--- src/rtl/rtpjb_pkg.sv ---
`timescale 1ns / 1ps
package rtpjb_pkg;

  localparam int SEQ_W    = 16;
  localparam int FRAMES_W = 16;
  localparam int TAG_W    = 16;
  localparam int BUF_MS_W = 16;

  localparam int MS_PER_PACKET    = 20;
  localparam int LOOKAHEAD        = 4;
  localparam int MAX_RESULTS      = 64;
  localparam int PREFILL_MS_RESET = 50;

  // Packet count needed before playout: the prefill target / 20 fits in 12 bits.
  localparam int NEED_W = 12;
  localparam int NEED_DIV = PREFILL_MS_RESET / MS_PER_PACKET;
  localparam logic [NEED_W-1:0] NEED_RESET = NEED_W'((NEED_DIV < 1) ? 1 : NEED_DIV);

  // x / 20 == (x >> 2) / 5, and y / 5 == (y * 0xCCCD) >> 18 for 16-bit y.
  localparam int DIV5_MUL   = 16'hCCCD;
  localparam int DIV5_SHIFT = 18;
  localparam int DIV5_MUL_W = 16;

  localparam int RES_CNT_W   = $clog2(MAX_RESULTS + 1);
  localparam int LOOK_W      = $clog2(LOOKAHEAD + 1);

  typedef enum logic [3:0] {
    ST_CLEAR,
    ST_IDLE,
    ST_MOD,
    ST_STORE,
    ST_RD,
    ST_EV,
    ST_LRD,
    ST_LEV,
    ST_FIN
  } state_t;

  typedef struct packed {
    logic clr_step;
    logic take;
    logic mod_step;
    logic store;
    logic walk_init;
    logic rd_ptr;
    logic emit;
    logic skip;
    logic look_start;
    logic look_rd;
    logic look_next;
    logic flush_last;
  } ctl_cmd_t;

  typedef struct packed {
    logic clr_done;
    logic drop;
    logic mod_done;
    logic walk_go;
    logic filled;
    logic more_emit;
    logic more_skip;
    logic look_last;
    logic push_ok;
    logic pend_valid;
  } dp_stat_t;

endpackage

--- src/rtl/rtpjb_in_if.sv ---
`timescale 1ns / 1ps
interface rtpjb_in_if import rtpjb_pkg::*; ();
  logic                valid;
  logic                ready;
  logic [SEQ_W-1:0]    seq_num;
  logic [FRAMES_W-1:0] frames;
  logic [TAG_W-1:0]    payload_tag;

  modport source (output valid, seq_num, frames, payload_tag, input ready);
  modport sink   (input valid, seq_num, frames, payload_tag, output ready);
endinterface

--- src/rtl/rtpjb_out_if.sv ---
`timescale 1ns / 1ps
interface rtpjb_out_if import rtpjb_pkg::*; ();
  logic                valid;
  logic                ready;
  logic [SEQ_W-1:0]    out_seq;
  logic [FRAMES_W-1:0] out_frames;
  logic [TAG_W-1:0]    out_tag;
  logic                last_of_run;

  modport source (output valid, out_seq, out_frames, out_tag, last_of_run, input ready);
  modport sink   (input valid, out_seq, out_frames, out_tag, last_of_run, output ready);
endinterface

--- src/rtl/rtp_jitter_buffer_playout.sv ---
`timescale 1ns / 1ps
// An item is accepted, its slot index is reduced in two steps (quotient, then remainder),
// and it is written. One item at a time; each visited slot is read and evaluated, a
// lookahead reads further slots past an empty one, and the final result is released
// last; a blocked play output stalls the walk. A dropped item is consumed without a store.
// Reset: synchronous, active high; afterwards a clearing pass writes all RING_SLOTS slots,
// one per cycle, with pkt.ready low. The prefill target returns to 50 ms, pointer to 0.
module rtp_jitter_buffer_playout import rtpjb_pkg::*; #(
  parameter int RING_SLOTS = 64
) (
  input  logic                clk,
  input  logic                rst,
  rtpjb_in_if.sink            pkt,
  rtpjb_out_if.source         play,
  input  logic                cfg_we,
  input  logic [BUF_MS_W-1:0] cfg_data
);

  // The controller sequences: clear pass, accept, slot-index reduction,
  // store, then the playout walk. The datapath holds the slot memory,
  // the playout pointer, the walk counters and the output register.
  // One result is held back as pending so the final result of a walk
  // can carry last_of_run once the walk knows it is done.

  ctl_cmd_t cmd;
  dp_stat_t stat;

  rtpjb_ctrl u_ctrl (
    .clk     (clk),
    .rst     (rst),
    .in_valid(pkt.valid),
    .in_ready(pkt.ready),
    .stat    (stat),
    .cmd     (cmd)
  );

  rtpjb_dp #(
    .RING_SLOTS(RING_SLOTS)
  ) u_dp (
    .clk       (clk),
    .rst       (rst),
    .cfg_we    (cfg_we),
    .cfg_data  (cfg_data),
    .in_seq    (pkt.seq_num),
    .in_frames (pkt.frames),
    .in_tag    (pkt.payload_tag),
    .cmd       (cmd),
    .stat      (stat),
    .out_valid (play.valid),
    .out_ready (play.ready),
    .out_seq   (play.out_seq),
    .out_frames(play.out_frames),
    .out_tag   (play.out_tag),
    .out_last  (play.last_of_run)
  );

endmodule

--- src/rtl/rtpjb_ram.sv ---
`timescale 1ns / 1ps
module rtpjb_ram #(
  parameter int WIDTH = 32,
  parameter int DEPTH = 64
) (
  input  logic                     clk,
  input  logic                     we,
  input  logic [$clog2(DEPTH)-1:0] waddr,
  input  logic [WIDTH-1:0]         wdata,
  input  logic                     re,
  input  logic [$clog2(DEPTH)-1:0] raddr,
  output logic [WIDTH-1:0]         rdata
);

  logic [WIDTH-1:0] mem [DEPTH];

  always_ff @(posedge clk) begin
    if (we) begin
      mem[waddr] <= wdata;
    end
    if (re) begin
      rdata <= mem[raddr];
    end
  end

endmodule

--- src/rtl/rtpjb_ctrl.sv ---
`timescale 1ns / 1ps
module rtpjb_ctrl import rtpjb_pkg::*; (
  input  logic     clk,
  input  logic     rst,
  input  logic     in_valid,
  output logic     in_ready,
  input  dp_stat_t stat,
  output ctl_cmd_t cmd
);

  state_t state, state_next;

  always_ff @(posedge clk) begin
    if (rst) begin
      state <= ST_CLEAR;
    end else begin
      state <= state_next;
    end
  end

  always_comb begin
    state_next = state;
    cmd        = '0;
    in_ready   = 1'b0;
    unique case (state)
      ST_CLEAR: begin
        cmd.clr_step = 1'b1;
        if (stat.clr_done) begin
          state_next = ST_IDLE;
        end
      end
      ST_IDLE: begin
        in_ready = 1'b1;
        if (in_valid && !stat.drop) begin
          cmd.take   = 1'b1;
          state_next = ST_MOD;
        end
      end
      ST_MOD: begin
        cmd.mod_step = 1'b1;
        if (stat.mod_done) begin
          state_next = ST_STORE;
        end
      end
      ST_STORE: begin
        cmd.store = 1'b1;
        if (stat.walk_go) begin
          cmd.walk_init = 1'b1;
          state_next    = ST_RD;
        end else begin
          state_next = ST_IDLE;
        end
      end
      ST_RD: begin
        cmd.rd_ptr = 1'b1;
        state_next = ST_EV;
      end
      ST_EV: begin
        if (stat.filled) begin
          // hold while the previous result cannot move to the output
          if (!stat.pend_valid || stat.push_ok) begin
            cmd.emit   = 1'b1;
            state_next = stat.more_emit ? ST_RD : ST_FIN;
          end
        end else begin
          cmd.look_start = 1'b1;
          state_next     = ST_LRD;
        end
      end
      ST_LRD: begin
        cmd.look_rd = 1'b1;
        state_next  = ST_LEV;
      end
      ST_LEV: begin
        priority if (stat.filled) begin
          cmd.skip   = 1'b1;
          state_next = stat.more_skip ? ST_RD : ST_FIN;
        end else if (stat.look_last) begin
          state_next = ST_FIN;
        end else begin
          cmd.look_next = 1'b1;
          state_next    = ST_LRD;
        end
      end
      ST_FIN: begin
        if (!stat.pend_valid) begin
          state_next = ST_IDLE;
        end else if (stat.push_ok) begin
          cmd.flush_last = 1'b1;
          state_next     = ST_IDLE;
        end
      end
      default: begin
        state_next = ST_IDLE;
      end
    endcase
  end

endmodule

--- src/rtl/rtpjb_dp.sv ---
`timescale 1ns / 1ps
module rtpjb_dp import rtpjb_pkg::*; #(
  parameter int RING_SLOTS = 64
) (
  input  logic                clk,
  input  logic                rst,
  input  logic                cfg_we,
  input  logic [BUF_MS_W-1:0] cfg_data,
  input  logic [SEQ_W-1:0]    in_seq,
  input  logic [FRAMES_W-1:0] in_frames,
  input  logic [TAG_W-1:0]    in_tag,
  input  ctl_cmd_t            cmd,
  output dp_stat_t            stat,
  output logic                out_valid,
  input  logic                out_ready,
  output logic [SEQ_W-1:0]    out_seq,
  output logic [FRAMES_W-1:0] out_frames,
  output logic [TAG_W-1:0]    out_tag,
  output logic                out_last
);

  localparam int SLOT_W  = $clog2(RING_SLOTS);
  localparam int VISIT_W = $clog2(RING_SLOTS + 1);
  localparam int ENTRY_W = FRAMES_W + TAG_W;
  localparam int CFG_Q_W = BUF_MS_W - 2;
  localparam int PROD_W  = CFG_Q_W + DIV5_MUL_W;

  // seq / RING_SLOTS == (seq * RECIP_M) >> RECIP_S for every 16-bit seq
  localparam int RECIP_S = SEQ_W + SLOT_W;
  localparam int RECIP_M = ((1 << RECIP_S) + RING_SLOTS - 1) / RING_SLOTS;
  localparam int RECIP_W = SEQ_W + 1;
  localparam int MPROD_W = SEQ_W + RECIP_W;
  localparam int QUO_W   = MPROD_W - RECIP_S;

  localparam logic [SLOT_W-1:0]  SLOT_LAST = SLOT_W'(RING_SLOTS - 1);
  localparam logic [VISIT_W:0]   VISIT_LIM = (VISIT_W + 1)'(RING_SLOTS);
  localparam logic [RES_CNT_W:0] RES_LIM   = (RES_CNT_W + 1)'(MAX_RESULTS);

  function automatic logic [SLOT_W-1:0] slot_inc(input logic [SEQ_W-1:0]  p,
                                                 input logic [SLOT_W-1:0] s);
    // 16-bit sequence wrap restarts the slot at zero as well
    if (p == {SEQ_W{1'b1}} || s == SLOT_LAST) begin
      return '0;
    end
    return s + 1'b1;
  endfunction

  // configuration: packets needed before playout
  logic [NEED_W-1:0]  need;
  logic [CFG_Q_W-1:0] cfg_q4;
  logic [PROD_W-1:0]  cfg_prod;
  logic [NEED_W-1:0]  need_cfg;

  assign cfg_q4   = cfg_data[BUF_MS_W-1:2];
  assign cfg_prod = PROD_W'(cfg_q4) * PROD_W'(DIV5_MUL);
  assign need_cfg = cfg_prod[DIV5_SHIFT +: NEED_W];

  // state
  logic               prefilling;
  logic [SEQ_W-1:0]   ptr;
  logic [SLOT_W-1:0]  ptr_slot;
  logic               ld_ptr;
  logic [SEQ_W-1:0]   seq_q;
  logic [FRAMES_W-1:0] frames_q;
  logic [TAG_W-1:0]   tag_q;
  logic [SLOT_W-1:0]  mod_rem;
  logic               mod_phase;
  logic [QUO_W-1:0]   quot;
  logic [LOOK_W-1:0]  look_k;
  logic [SEQ_W-1:0]   look_ptr;
  logic [SLOT_W-1:0]  look_slot;
  logic [VISIT_W-1:0] visits;
  logic [RES_CNT_W-1:0] res_cnt;
  logic               pend_valid;
  logic [SEQ_W-1:0]   pend_seq;
  logic [FRAMES_W-1:0] pend_frames;
  logic [TAG_W-1:0]   pend_tag;
  logic [SLOT_W-1:0]  clr_addr;

  // accept-time prefill decision
  logic             load;
  logic [SEQ_W-1:0] seq_lead;
  logic             prefill_end;

  assign load        = prefilling && (ptr == '0) && (in_seq != '0);
  assign seq_lead    = in_seq - (load ? in_seq : ptr);
  assign prefill_end = !seq_lead[SEQ_W-1] && (seq_lead >= SEQ_W'(need));

  // slot index in two steps: reciprocal quotient, then remainder
  logic [MPROD_W-1:0] mod_prod;
  logic [SEQ_W-1:0]   quot_back;
  logic [SEQ_W-1:0]   mod_diff;

  assign mod_prod  = MPROD_W'(seq_q) * MPROD_W'(RECIP_M);
  assign quot_back = SEQ_W'(quot) * SEQ_W'(RING_SLOTS);
  assign mod_diff  = seq_q - quot_back;

  // slot memory: frames above tag
  logic               ram_we;
  logic [SLOT_W-1:0]  ram_waddr;
  logic [ENTRY_W-1:0] ram_wdata;
  logic               ram_re;
  logic [SLOT_W-1:0]  ram_raddr;
  logic [ENTRY_W-1:0] ram_rdata;
  logic [FRAMES_W-1:0] rd_frames;
  logic [TAG_W-1:0]   rd_tag;

  always_comb begin
    ram_we    = cmd.clr_step || cmd.store || cmd.emit;
    ram_waddr = clr_addr;
    ram_wdata = '0;
    if (cmd.store) begin
      ram_waddr = mod_rem;
      ram_wdata = {frames_q, tag_q};
    end else if (cmd.emit) begin
      ram_waddr = ptr_slot;
    end
    ram_re    = cmd.rd_ptr || cmd.look_rd;
    ram_raddr = cmd.look_rd ? look_slot : ptr_slot;
  end

  rtpjb_ram #(
    .WIDTH(ENTRY_W),
    .DEPTH(RING_SLOTS)
  ) u_slots (
    .clk  (clk),
    .we   (ram_we),
    .waddr(ram_waddr),
    .wdata(ram_wdata),
    .re   (ram_re),
    .raddr(ram_raddr),
    .rdata(ram_rdata)
  );

  assign rd_frames = ram_rdata[TAG_W +: FRAMES_W];
  assign rd_tag    = ram_rdata[TAG_W-1:0];

  logic push;
  assign push = (cmd.emit && pend_valid) || cmd.flush_last;

  always_comb begin
    stat.clr_done   = (clr_addr == SLOT_LAST);
    stat.drop       = (in_frames == '0);
    stat.mod_done   = mod_phase;
    stat.walk_go    = !prefilling;
    stat.filled     = (rd_frames != '0);
    stat.more_emit  = (({1'b0, visits} + 1'b1) < VISIT_LIM)
                   && (({1'b0, res_cnt} + 1'b1) < RES_LIM);
    stat.more_skip  = (({1'b0, visits} + 1'b1) < VISIT_LIM);
    stat.look_last  = (look_k == LOOK_W'(LOOKAHEAD));
    stat.push_ok    = !out_valid || out_ready;
    stat.pend_valid = pend_valid;
  end

  always_ff @(posedge clk) begin
    if (rst) begin
      need       <= NEED_RESET;
      prefilling <= 1'b1;
      ptr        <= '0;
      ptr_slot   <= '0;
      ld_ptr     <= 1'b0;
      mod_phase  <= 1'b0;
      look_k     <= '0;
      visits     <= '0;
      res_cnt    <= '0;
      pend_valid <= 1'b0;
      out_valid  <= 1'b0;
      clr_addr   <= '0;
    end else begin
      if (cfg_we) begin
        need <= (need_cfg == '0) ? NEED_W'(1) : need_cfg;
      end
      if (cmd.clr_step) begin
        clr_addr <= clr_addr + 1'b1;
      end
      if (cmd.take) begin
        ld_ptr    <= load;
        mod_phase <= 1'b0;
        if (load) begin
          ptr <= in_seq;
        end
        if (prefilling && !load && prefill_end) begin
          prefilling <= 1'b0;
        end
      end
      if (cmd.mod_step) begin
        mod_phase <= !mod_phase;
      end
      if (cmd.store && ld_ptr) begin
        ptr_slot <= mod_rem;
      end
      if (cmd.walk_init) begin
        visits  <= '0;
        res_cnt <= '0;
      end
      if (cmd.emit || cmd.skip) begin
        ptr      <= ptr + 1'b1;
        ptr_slot <= slot_inc(ptr, ptr_slot);
        visits   <= visits + 1'b1;
      end
      if (cmd.emit) begin
        res_cnt    <= res_cnt + 1'b1;
        pend_valid <= 1'b1;
      end else if (cmd.flush_last) begin
        pend_valid <= 1'b0;
      end
      if (cmd.look_start) begin
        look_k <= LOOK_W'(1);
      end else if (cmd.look_next) begin
        look_k <= look_k + 1'b1;
      end
      if (push) begin
        out_valid <= 1'b1;
      end else if (out_ready) begin
        out_valid <= 1'b0;
      end
    end
  end

  // payload registers
  always_ff @(posedge clk) begin
    if (cmd.take) begin
      seq_q    <= in_seq;
      frames_q <= in_frames;
      tag_q    <= in_tag;
    end else if (cmd.mod_step) begin
      if (!mod_phase) begin
        quot <= mod_prod[RECIP_S +: QUO_W];
      end else begin
        mod_rem <= mod_diff[SLOT_W-1:0];
      end
    end
    if (cmd.look_start) begin
      look_ptr  <= ptr + 1'b1;
      look_slot <= slot_inc(ptr, ptr_slot);
    end else if (cmd.look_next) begin
      look_ptr  <= look_ptr + 1'b1;
      look_slot <= slot_inc(look_ptr, look_slot);
    end
    if (cmd.emit) begin
      pend_seq    <= ptr;
      pend_frames <= rd_frames;
      pend_tag    <= rd_tag;
    end
    if (push) begin
      out_seq    <= pend_seq;
      out_frames <= pend_frames;
      out_tag    <= pend_tag;
      out_last   <= cmd.flush_last;
    end
  end

  a_push_room: assert property (@(posedge clk) disable iff (rst)
    push |-> (!out_valid || out_ready))
    else $error("result pushed over an unaccepted output item");

  a_emit_filled: assert property (@(posedge clk) disable iff (rst)
    cmd.emit |-> stat.filled)
    else $error("emit from an empty slot");

  a_prefill_sticky: assert property (@(posedge clk) disable iff (rst)
    !$rose(prefilling))
    else $error("prefilling restarted without reset");

  a_res_bound: assert property (@(posedge clk) disable iff (rst)
    (res_cnt <= RES_CNT_W'(MAX_RESULTS)) && (look_k <= LOOK_W'(LOOKAHEAD)))
    else $error("walk counter out of range");

endmodule

--- src/flat_wrapper.sv ---
// flat-port wrapper written by rule: the top's interface ports become plain ports
module rtp_jitter_buffer_playout_flat import rtpjb_pkg::*;
#(
  parameter int RING_SLOTS = 64
)
  (clk, rst, cfg_we, cfg_data, pkt_valid, pkt_seq_num, pkt_frames, pkt_payload_tag, pkt_ready, play_valid, play_out_seq, play_out_frames, play_out_tag, play_last_of_run, play_ready);
  rtpjb_in_if pkt_i ();
  rtpjb_out_if play_i ();
  input  logic clk;
  input  logic rst;
  input  logic cfg_we;
  input  logic [BUF_MS_W-1:0] cfg_data;
  input wire logic [$bits(pkt_i.valid)-1:0] pkt_valid;
  input wire logic [$bits(pkt_i.seq_num)-1:0] pkt_seq_num;
  input wire logic [$bits(pkt_i.frames)-1:0] pkt_frames;
  input wire logic [$bits(pkt_i.payload_tag)-1:0] pkt_payload_tag;
  output wire logic [$bits(pkt_i.ready)-1:0] pkt_ready;
  output wire logic [$bits(play_i.valid)-1:0] play_valid;
  output wire logic [$bits(play_i.out_seq)-1:0] play_out_seq;
  output wire logic [$bits(play_i.out_frames)-1:0] play_out_frames;
  output wire logic [$bits(play_i.out_tag)-1:0] play_out_tag;
  output wire logic [$bits(play_i.last_of_run)-1:0] play_last_of_run;
  input wire logic [$bits(play_i.ready)-1:0] play_ready;
  assign pkt_i.valid = pkt_valid;
  assign pkt_i.seq_num = pkt_seq_num;
  assign pkt_i.frames = pkt_frames;
  assign pkt_i.payload_tag = pkt_payload_tag;
  assign pkt_ready = pkt_i.ready;
  assign play_valid = play_i.valid;
  assign play_out_seq = play_i.out_seq;
  assign play_out_frames = play_i.out_frames;
  assign play_out_tag = play_i.out_tag;
  assign play_last_of_run = play_i.last_of_run;
  assign play_i.ready = play_ready;
  rtp_jitter_buffer_playout #(.RING_SLOTS(RING_SLOTS)) u_core (.clk(clk), .rst(rst), .pkt(pkt_i), .play(play_i), .cfg_we(cfg_we), .cfg_data(cfg_data));
endmodule
--- config.mk ---
export PLATFORM = sky130hd
export DESIGN_NAME = rtp_jitter_buffer_playout_flat
export DESIGN_NICKNAME = d
export VERILOG_FILES = /design/src/rtl/rtpjb_pkg.sv /design/src/rtl/rtpjb_in_if.sv /design/src/rtl/rtpjb_out_if.sv /design/src/rtl/rtp_jitter_buffer_playout.sv /design/src/rtl/rtpjb_ram.sv /design/src/rtl/rtpjb_ctrl.sv /design/src/rtl/rtpjb_dp.sv /design/src/flat_wrapper.sv
export SDC_FILE = /design/constraint.sdc
export NUM_CORES = 2
export LEC_CHECK = 0
export BUFFER_PORTS_ARGS = -buffer_cell sky130_fd_sc_hd__buf_2
export CORE_UTILIZATION = 40
export DETAILED_ROUTE_END_ITERATION = 8
export SLEW_MARGIN = 20
export SYNTH_ARGS = -nofsm -noshare
export SYNTH_HDL_FRONTEND = slang
export SYNTH_SLANG_ARGS = --single-unit
--- constraint.sdc ---
create_clock -name clk -period 6.6 [get_ports clk]
set_input_delay 0.33 -clock clk [delete_from_list [all_inputs] [get_ports clk]]
set_output_delay 0.33 -clock clk [all_outputs]
set_load 0.03 [all_outputs]
# == Word-level counts from Yosys, hierarchy flattened ==
# Memories as Yosys holds them, arrays and structs flattened. A register that Yosys moved wholly into a read port is not among the register bits.
# Index checks and enable logic that the tools add are counted.
# word_totals
word_cells,180
memories,1
romBits,0
mem_bits_rw,2048
reg_bits,229
latchBits,0
# classes
shifts,0
bitwise_logic,1
n_lt_le_gt_ge,3
addsub,12
n_eq_ne,19
div,0
reduce_logical,42
n_mul,1
muxes,74
# memory_table
name,words,word_bits,read_ports,rd_clocked_by_memory_dff,write_ports,line,rtl
u_core.u_dp.u_slots.mem,64,32,1,1,1,rtpjb_ram.sv:15,logic [WIDTH-1:0] mem [DEPTH];
# op_table
op,n
16-bit two-way mux,5
6-bit two-way mux,12
4-bit two-way mux,11
1-bit two-way mux,38
4-bit one-hot mux with 9 select lines,1
16-bit by 1-bit adder with 16-bit output (second input constant),2
16-bit == test (second input constant),2
16-bit logical NOT,2
32-bit two-way mux,1
16-bit nonzero test,2
14-bit by 16-bit multiplier with 30-bit output (second input constant),1
7-bit two-way mux,3
6-bit by 1-bit adder with 6-bit output (second input constant),3
6-bit == test (second input constant),3
7-bit by 1-bit adder with 8-bit output (second input constant),2
4-bit by 3-bit == test with 1-bit output (second input constant),4
16-bit by 12-bit >= comparator with 1-bit output,1
8-bit by 7-bit less-than comparator with 1-bit output (second input constant),2
2-bit nonzero test,8
16-bit subtractor,1
7-bit by 1-bit adder with 7-bit output (second input constant),2
12-bit logical NOT,1
12-bit two-way mux,1
1-bit logical AND,9
other kinds (19),35

# == Longest topological paths before layout ==
# depth
ltp_word,11
mapped_depth,23

# == Modules after synthesis ==
# A second synthesis with hierarchy kept.
# unflattened
cells_unflattened,4607
hier_area_um2,92841.5
# modules_own_cells
module,area_each_um2,cells_each,seq_area_each_um2,n_inst
rtpjb_ram,78833.1,3324,62459.9,1
rtpjb_dp,13529.2,1219,6135.9,1
rtpjb_ctrl,479.2,64,80.1,1

# == Worst setup path after synthesis ==
# OpenSTA, ideal clock, no wires.
# synth_path
path_type,input-to-reg
from,input port cfg_data[10]
to,register u_core.u_dp.need[0]
setup_slack_ps,1232
stages,20
setup_time_ps,116
arrival_ps,5252
required_time_ps,6484
path_cell_list,ha_1 > inv_1 > fa_1 > fa_1 > fa_1 > inv_1 > fa_1 > inv_1 > fa_1 > inv_1 > ha_1 > nand3_1 > nor2_1 > a221oi_1 > a211oi_1 > o21ai_0 > mux2i_1 > nor2_1 > and4b_1 > a41o_1
# synth_via
elab_chain_len,3
# synth_rtl
item,line,rtl
from (decl),flat_wrapper.sv:12,input logic [BUF_MS_W-1:0] cfg_data;
14-bit by 16-bit multiplier with 30-bit output *,rtpjb_dp.sv:55,assign cfg_prod = PROD_W'(cfg_q4) * PROD_W'(DIV5_MUL);
12-bit logical NOT,rtpjb_dp.sv:171,need <= (need_cfg == '0) ? NEED_W'(1) : need_cfg;
12-bit two-way mux *,rtpjb_dp.sv:171,
to (signal assigned),rtpjb_dp.sv:171,
to (decl),rtpjb_dp.sv:49,logic [NEED_W-1:0] need;
# Every way passes the cells marked *; elsewhere a longest branch is shown, timed or not.
# A chain may end at the register's enable or synchronous reset.

# == Final worst setup path ==
# Ends and elaborated chain as after synthesis.

==> metrics.txt <==
Die X-Extent=a little under 500 um; sw power=7022 uW; initial antenna violation count=9; met3 Track Usage GR=0.03048; Max clock buf depth=3; number of flops mapped to enable cells by yosys=between 2000 and 2500; vias in the first global route=between 40000 and 50000; YS warnings=0; Worst EP arrival=~6 ns; r2r setup slk=roughly 1.3 ns; HP Class=input port to flop; Worst-Skew Late Latency=~0.89 ns; post-route ant nets=0; Top Ports=120; maxcap violations=0; Worst Hold End=u_core.u_dp.ptr[9]$_SDFFE_PP0P_; Layout area overhead=14.91%; Comb pwr share=0.077; Max VDD drop=between 0.2 and 0.3 mV; Final Hold Fails=0; # DRC=0; Period minus WS final=approximately 5.4 ns; crit end category=flop; DRT iter0 DRCs=around 5700; initial core utilization=0.4024; RSZ-0062 raised after global routing=no; DRT Pass-1 Iters=7; Final Skew=0.07678 ns; switch share=0.2271; Cell variety after synth=67; die area=236100 um2; Synth Net Count=5199; relative slew slack=0.2652; CTS tree=built; total CTS buffers=around 230; grt met1 use=0.2811; most instantiated cells after synthesis=2243 x edfxtp_1, 512 x mux4_2, 329 x nand2_1; Biggest register=u_core.u_dp.u_slots.mem; final setup TNS=0 ns; GRT met2 Usage=0.3350; Seq pwr share=0.518; Pins Over Slew Limit=0; Clk pwr share=0.405; GRT busiest layer=met2; post-route design area=about 110000 um2; ys flop type=edfxtp_1; Final GP Congestion=0.8045; CP Max Fanout=5; FF-to-FF path depth=12; Rows=about 180; DP HPWL=about 130 mm; Worst Tran Pin Value=around 1.1 ns; Avg WL per Cell=approximately 28 um; HP Start=rst; Via Count=around 50000; Worst Path Required=approximately 7.3 ns; worst hold path cell count=3; count leader, synth=edfxtp_1; Worst Setup Start Kind=input port; port buffer count=roughly 120; area leader, netlist=edfxtp_1; # Post-CTS Setup Buffers=0; Max Fclk=about 190 MHz; syn_area_per_cell=18.98 um2; Leak=0.03159 uW; DR vias/cell=5.636; Post-synth ARST share=0; post-synthesis cell area=roughly 94000 um2; post-synthesis sequential area ratio=0.7332; Synth area leaders=edfxtp_1 72%, mux4_2 12%, ha_1 1.9%; share of post-route cells with drive strength above 1=0.2338; final wirelength=between 200 and 250 mm; All-Layer GR Usage=0.2029; kind of critical path=input port to flop; cells after synthesis=4935; global-route wire length before repair=approximately 350 mm; Final nets=roughly 5600; post-synth top area share=0.7191; r2r startpoint=u_core.u_dp.u_slots.rdata[23]$_DFFE_PP_; max FFs per register=approximately 2000; status=complete, no violations; Overflow after GRT=0; Worst-path clk slew=around 0.060 ns; Post-DP Area=around 100000 um2; period utilization=0.8163; core area=232800 um2; H-tree Lvls=4; number of synthesized register bits=roughly 2300; largest net degree at the start of global routing=78; Sink Count=around 2300; reg2reg end=u_core.u_dp.u_slots.mem[27][1]$_DFFE_PP_; P per Cell Area=approximately 290 nW/um2; # fillers=between 15000 and 20000; P_int=23890 uW; Final Setup Violations=0; clock root buffer=clkbuf_16; Die Y=around 490 um; largest registers=u_core.u_dp.u_slots.mem x2048, u_core.u_dp.u_slots.rdata x32
cell families (layout without fill, tap and decap cells):
kind of cell	Yosys count	after routing	share of synthesized area
adders and majority gates	195	195	0.03046
DFF	2309	2309	0.7332
and+or+nand+nor	831	831	0.04203
muxes	541	541	0.1263
other	0	5	0
AOI/OAI and AO/OA	587	587	0.04193
xor gates and xnor gates	68	68	0.006359
buffers and inverters	404	960	0.01970
layout by cell type (no fill, tap or decap), types with 12 or more instances in the layout:
master / count
ha_1: 140
nand2_1: 329
a211oi_1: 170
and3_2: 29
inv_1: 141
and2_1: 135
buf_12: 56
a21oi_1: 151
a311oi_1: 69
dfxtp_1: 66
a21o_1: 14
xor2_1: 25
bufinv_16: 13
mux2i_1: 19
nor2_4: 65
and3_1: 23
clkinv_2: 40
buf_4: 166
nand3b_1: 12
clkbuf_16: 228
dlygate4sd3_1: 50
clkbuf_1: 54
nor2_1: 102
a31oi_1: 71
edfxtp_1: 2243
mux4_2: 512
o21ai_0: 51
nand4_1: 12
fa_1: 55
nor4_1: 15
clkinv_1: 66
xnor2_1: 43
nand3_1: 41
buf_2: 117
per-layer routing:
| metal | routed length (um) | up-vias |
|---|---|---|
| met1 | 100400 | 25842 |
| met3 | 16000 | 318 |
| met5 | 7 | - |
| li1 | - | 20677 |
| met4 | 5612 | 2 |
| met2 | 117500 | 1787 |
repair_timing:
item,4_1_cts,5_1_grt
hold endpoints to repair,63,0
hold buffers,50,0
gates resized for setup,0,0
final cells by class:
cell class | instances | area, um2 | share of cell area
Tap cell | 3132 | 3919 | 0.03641
Clock buffer | 283 | 5922 | 0.05502
Inverter | 143 | 538.0 | 0.004999
Clock inverter | 144 | 1282 | 0.01192
Timing Repair Buffer | 390 | 3481 | 0.03234
Multi-Input combinational cell | 2222 | 23800 | 0.2211
Sequential cell | 2309 | 68680 | 0.6381
Antenna cell | 5 | 12.51 | 0.0001162
stage by stage:
stage,total power [uW],setup slack (ns),hold slack [ns],cells,utilization
floorplan,18050,1.232,0.4003,4935,-
global placement,18660,0.3629,0.4007,8144,0.4290
detailed placement,18680,0.3379,0.4045,8146,0.4292
CTS,31140,1.219,0.05540,8623,0.4623
global route,32010,0.8280,0.1157,8624,0.4624
finish,30920,1.212,0.1120,8628,0.4624
critical path, cell delays in order:
cell and delay, ns:
buf_2 0.15, ha_1 0.31, inv_1 0.07, fa_1 0.64
fa_1 0.46, fa_1 0.50, inv_1 0.06, fa_1 0.50
inv_1 0.05, fa_1 0.48, inv_1 0.04, ha_1 0.30
nand3_1 0.12, nor2_1 0.05, a221oi_1 0.64, a211oi_1 0.23
o21ai_0 0.43, mux2i_1 0.27, nor2_1 0.08, and4b_1 0.19
a41o_1 0.22
power groups by stage:
stage	Clock (uW)	Combinational [uW]	Sequential (uW)
after floorplan	0	1750	16300
after global routing	13300	2720	16000
after detailed placement	0	2360	16300
after CTS	12700	2410	16000
after global placement	0	2350	16300
final	12500	2390	16000
worst max path at each step:
stage / from / endpoint / slack (ns)
3_5_place_dp: cfg_data[10] / u_core.u_dp.need[0]$_SDFFE_PP0P_ / 0.34
6_report: cfg_data[10] / u_core.u_dp.need[0]$_SDFFE_PP0P_ / 1.21
4_1_cts: cfg_data[10] / u_core.u_dp.need[0]$_SDFFE_PP0P_ / 1.22
3_3_place_gp: cfg_data[10] / u_core.u_dp.need[0]$_SDFFE_PP0P_ / 0.36
2_1_floorplan: cfg_data[10] / u_core.u_dp.need[0]$_SDFFE_PP0P_ / 1.23
5_1_grt: cfg_data[10] / u_core.u_dp.need[0]$_SDFFE_PP0P_ / 0.83
Note: power is estimated with default switching activity, not from simulation.
